### src/design/eabv_pkg.sv
// package for the euler angles to basis vectors block
// constants, cordic arctangent table and fixed point helpers; no dependencies
package eabv_pkg;

   localparam int ANGLE_BITS    = 16;
   localparam int OUT_FRAC_BITS = 14;
   localparam int CORDIC_STAGES = 16;
   localparam int WORK_FRAC     = 30;
   localparam int OUT_BITS      = 16;
   localparam int W             = 34;
   localparam logic signed [W-1:0] CORDIC_GAIN = W'(652032874);

   typedef logic signed [W-1:0] work_type;

   typedef struct packed {
      logic [1:0] quad;
      work_type   x;
      work_type   y;
      work_type   z;
   } cordic_type;

   function automatic work_type atan_turn(input int i);
      logic [31:0] t [32];
      t = '{32'd536870912, 32'd316933405, 32'd167458907, 32'd85004756, 32'd42667331,
            32'd21354465, 32'd10679838, 32'd5340245, 32'd2670163, 32'd1335087,
            32'd667544, 32'd333772, 32'd166886, 32'd83443, 32'd41722, 32'd20861,
            32'd10430, 32'd5215, 32'd2608, 32'd1304, 32'd652, 32'd326, 32'd163,
            32'd81, 32'd41, 32'd20, 32'd10, 32'd5, 32'd3, 32'd1, 32'd1, 32'd0};
      return work_type'({2'b00, t[i]});
   endfunction

   // q30 product rounded to nearest, ties upward
   function automatic work_type qmul(input work_type a, input work_type b);
      logic signed [2*W-1:0] p;
      p = a * b + (2*W)'(64'sd1 <<< (WORK_FRAC - 1));
      return work_type'(p >>> WORK_FRAC);
   endfunction

   function automatic logic signed [OUT_BITS-1:0] to_out(input work_type v);
      localparam int SH = WORK_FRAC - OUT_FRAC_BITS;
      localparam logic signed [W-1:0] LIM = W'(64'sd1 <<< OUT_FRAC_BITS);
      work_type r;
      r = (v + W'(64'sd1 <<< (SH - 1))) >>> SH;
      if (r > LIM) r = LIM;
      if (r < -LIM) r = -LIM;
      return r[OUT_BITS-1:0];
   endfunction

endpackage

### src/design/eabv_cordic_cell.sv
// one cordic micro-rotation cell, registered
// depends on eabv_pkg
module eabv_cordic_cell import eabv_pkg::*; (
   input  logic       clock,
   input  logic [4:0] stage,
   input  cordic_type din,
   output cordic_type dout
);
   cordic_type dout_ff, dout_in;
   work_type xs, ys;

   always_comb begin
      xs = din.x >>> stage;
      ys = din.y >>> stage;
      dout_in = din;
      if (!din.z[W-1]) begin
         dout_in.x = din.x - ys;
         dout_in.y = din.y + xs;
         dout_in.z = din.z - atan_turn(int'(stage));
      end else begin
         dout_in.x = din.x + ys;
         dout_in.y = din.y - xs;
         dout_in.z = din.z + atan_turn(int'(stage));
      end
   end

   always_ff @(posedge clock) begin
      dout_ff <= dout_in;
   end

   assign dout = dout_ff;
endmodule

### src/design/eabv_sincos.sv
// chain of cordic cells giving cosine and sine of one binary angle
// depends on eabv_pkg and eabv_cordic_cell
module eabv_sincos import eabv_pkg::*; (
   input  logic                  clock,
   input  logic [ANGLE_BITS-1:0] angle,
   output work_type              cos_out,
   output work_type              sin_out
);
   cordic_type chain [CORDIC_STAGES+1];
   logic [31:0] turn;

   assign turn = {angle, {(32-ANGLE_BITS){1'b0}}};
   assign chain[0].quad = turn[31:30];
   assign chain[0].x = CORDIC_GAIN;
   assign chain[0].y = '0;
   assign chain[0].z = work_type'({4'b0000, turn[29:0]});

   for (genvar i = 0; i < CORDIC_STAGES; i++) begin : g_cell
      eabv_cordic_cell u_cell (
         .clock(clock),
         .stage(5'(i)),
         .din  (chain[i]),
         .dout (chain[i+1])
      );
   end

   cordic_type last;
   work_type cos_ff, sin_ff, cos_in, sin_in;
   assign last = chain[CORDIC_STAGES];

   always_comb begin
      case (last.quad)
         2'd0: begin cos_in = last.x;  sin_in = last.y;  end
         2'd1: begin cos_in = -last.y; sin_in = last.x;  end
         2'd2: begin cos_in = -last.x; sin_in = -last.y; end
         default: begin cos_in = last.y; sin_in = -last.x; end
      endcase
   end

   always_ff @(posedge clock) begin
      cos_ff <= cos_in;
      sin_ff <= sin_in;
   end

   assign cos_out = cos_ff;
   assign sin_out = sin_ff;
endmodule

### config.mk
export PLATFORM = sky130hd
export DESIGN_NAME = eabv_sincos
export DESIGN_NICKNAME = d
export VERILOG_FILES = /design/src/design/eabv_pkg.sv /design/src/design/eabv_cordic_cell.sv /design/src/design/eabv_sincos.sv
export SDC_FILE = /design/constraint.sdc
export NUM_CORES = 2
export LEC_CHECK = 0
export ABC_AREA = 0
export BUFFER_PORTS_ARGS = -buffer_cell sky130_fd_sc_hd__buf_2
export CAP_MARGIN = 20
export CORE_ASPECT_RATIO = 1.5
export CORE_UTILIZATION = 59
export DETAILED_ROUTE_END_ITERATION = 7
export GPL_TIMING_DRIVEN = 1
export PLACE_DENSITY = 0.78
export SYNTH_ARGS = -nofsm -noshare
export SYNTH_HDL_FRONTEND = slang
export SYNTH_SLANG_ARGS = --single-unit
### constraint.sdc
create_clock -name clock -period 4.5 [get_ports clock]
set_input_delay 0 -clock clock [delete_from_list [all_inputs] [get_ports clock]]
set_output_delay 0 -clock clock [all_outputs]
set_load 0.05 [all_outputs]
==> qor.txt <==
status: finished clean
Achievable Freq: 0.228 GHz
routed wire length: 322000 µm
WP data arrival: 4.98 ns
Initial Util: 59.6%
crit share post-route: 97.6%
CP Capture Type: flip-flop
asr flop ratio synth: 0%
area delta synth->final: 12.2%
Mapped Nets: 14200
Clk pin slew, worst setup/hold paths: 0.06 ns
CP required: 5.09 ns
row cnt: 191
CTS tree: done
Final HPWL DP: 259000 µm
syn_area_per_cell: 8.39 µm²
Port Buffers: 84
Post-Syn Area: 108000 µm²
clk_skew: 0.0502 ns
DR iter-0 viols: 5645
initial antenna violation count: 3
worst slew pin tran: 1.07 ns
Post-synth EDFFs: 0
pin count of the biggest net entering global routing: 101
die area: 185000 µm²
Die Ht: 526 µm
setup violators final: 0
startpoint types: flip-flop
Ports: 85
wire length per cell: 20.2 µm
core footprint: 181000 µm²
maximum clock insertion buffer count: 4
share of cells above drive strength 1: 9.11%
CTS root buf: clkbuf_16
htree depth: 4
global route overflow: 0
antenna viol nets, final: 0
clk_lat worst skew: 0.84 ns
Fin. Hold Viols: 0
top_reg_cell synth: dfxtp_1
cell count after synthesis: 12900
drc violations: 0
Vias: 96600
slew margin rel.: 28.1%
Final nets: 14700
clock sink count: 1479
final hold slack: 0.320 ns
Inserted Clock Buffers: 159
distinct cell type count after synthesis: 87
post-synthesis sequential area ratio: 27.5%
first-pass GRT wire length: 499000 µm
Max Cap Violations: 0
final slew viol count: 0
die width: 351 µm
FF+latch count, synth: 1479
min Tclk post-route: 4.39 ns
gp weighted congestion: 0.999
Pre-antenna DRT Iters: 6
yosys warns: 0
Global Route Usage Sum: 33.6%
Via density: 6.07
Crit Path Category: reg2reg
CP Max Fanout: 4
vias in the first global route: 97300
HP Class: in2reg
## final cells by class
class | instances | area (µm²)
well taps | 2412 | 3020
clock inverters | 76 | 927
diodes | 6 | 15.0
inverters | 516 | 1940
repair buffers | 646 | 4780
fillers | 15000 | 59900
flip-flops and latches | 1479 | 29600
clock buffers | 197 | 4390
multi-input cells | 10600 | 76300
## synth_stat cells, drive strengths merged, types with 101 or more instances
master	number	area share (%)
a211oi	112	0.78
a21o	687	4.8
a21oi	1492	6.9
a31oi	129	0.75
and3	101	0.59
clkbuf	255	0.89
dfxtp	1479	27
ha	1310	15
inv	512	1.8
nand2	650	2.3
nand2b	197	1.1
nand3	235	1.1
nand4	120	0.70
nor2	1082	3.8
nor2b	198	1.1
nor3	328	1.5
o21a	205	1.4
o21ai	632	2.9
o21bai	154	1.1
xnor2	1206	9.8
xor2	620	5.0
## through the flow
stage / setup TNS (ns) / utilization (%) / std cells / setup slack, ns / area, µm²
final: 0 / 66.9 / 15900 / 0.109 / 121000
after global routing: -0.347 / 66.9 / 15900 / -0.0737 / 121000
after global placement: -1.68 / 63.1 / 15600 / -0.507 / 114000
after detailed placement: -2.11 / 63.1 / 15600 / -0.368 / 114000
after floorplan: 0 / - / 12900 / 0.00982 / 108000
after CTS: -0.00363 / 66.2 / 15900 / -0.00363 / 120000
## cell usage in the layout, fill, tap and decap left out, types with 35 or more instances in the layout
| cell | instances |
|---|---|
| a211oi_1 | 103 |
| a21boi_0 | 45 |
| a21o_1 | 687 |
| a21oi_1 | 1470 |
| a31oi_1 | 121 |
| and2_1 | 78 |
| and3_1 | 101 |
| buf_2 | 84 |
| buf_4 | 524 |
| clkbuf_16 | 161 |
| dfxtp_1 | 1459 |
| fa_1 | 37 |
| ha_1 | 1301 |
| inv_1 | 508 |
| mux2_2 | 48 |
| mux2i_1 | 41 |
| nand2_1 | 649 |
| nand2b_1 | 195 |
| nand3_1 | 234 |
| nand4_1 | 120 |
| nor2_1 | 1070 |
| nor2b_1 | 194 |
| nor3_1 | 297 |
| nor4_1 | 73 |
| o211ai_1 | 54 |
| o21a_1 | 205 |
| o21ai_0 | 607 |
| o21bai_1 | 153 |
| o31a_1 | 36 |
| o31ai_1 | 64 |
| or2_2 | 35 |
| or3_1 | 61 |
| xnor2_1 | 1194 |
| xor2_1 | 617 |
## logic make-up (layout without fill, tap and decap cells)
group | Yosys count | in the layout | share of synthesized area [%]
other | 0 | 6 | 0
and+or+nand+nor | 3334 | 3334 | 15.0
muxes | 91 | 91 | 0.924
adders and majority gates | 1347 | 1347 | 15.9
xor gates and xnor gates | 1826 | 1826 | 14.8
AOI/OAI and AO/OA | 3971 | 3971 | 23.1
buffers and inverters | 811 | 1435 | 2.83
DFF | 1479 | 1479 | 27.5
## flip-flops by register name, indices dropped and copies added, names as in the netlist
signal              flops
cos_out                34
g_cell.u_cell.dout   1411
sin_out                34
## worst max-delay path: stages (launching register included)
cell       delay [ns]
dfxtp_1          0.49
inv_1            0.08
ha_1             0.20
nor2b_1          0.17
a21oi_1          0.18
xnor2_1          0.15
ha_1             0.30
a2111oi_0        0.49
o21a_1           0.21
o41a_1           0.21
o21a_1           0.22
a21boi_1         0.14
a221o_1          0.36
and2_1           0.22
a41oi_1          0.27
mux2i_1          0.21
nand4_1          0.26
## final timing paths
check | from | endpoint | slack [ns] | cells past startpoint
worst min register to register | g_cell[8].u_cell.dout[102] | g_cell[9].u_cell.dout[102] | 0.32 | 0
worst max-delay path | g_cell[11].u_cell.dout[47] | g_cell[12].u_cell.dout[101] | 0.11 | 16
worst max register to register | g_cell[11].u_cell.dout[47] | g_cell[12].u_cell.dout[101] | 0.11 | 16
worst min-delay path | angle[4] | g_cell[0].u_cell.dout[20] | 0.32 | 3
## per-layer routing
metal | global-route usage (%) | vias up | routed length, µm
li1 | - | 47200 | -
met1 | 30.1 | 45300 | 109000
met2 | 65.5 | 2776 | 172000
met3 | 3.96 | 1325 | 11400
met4 | 28.3 | 4 | 29900
met5 | 0 | - | 24
## timing repair
item	in CTS	in global routing
pin swaps	2	40
gates cloned	0	0
hold buffers	32	0
setup buffers	1	14
endpoints found under the hold margin	16	0
resized for setup	19	230
setup endpoints to repair	21	160
Power is not shown: default switching activity piles up to over one toggle a cycle in this logic, so the estimate is an artifact.
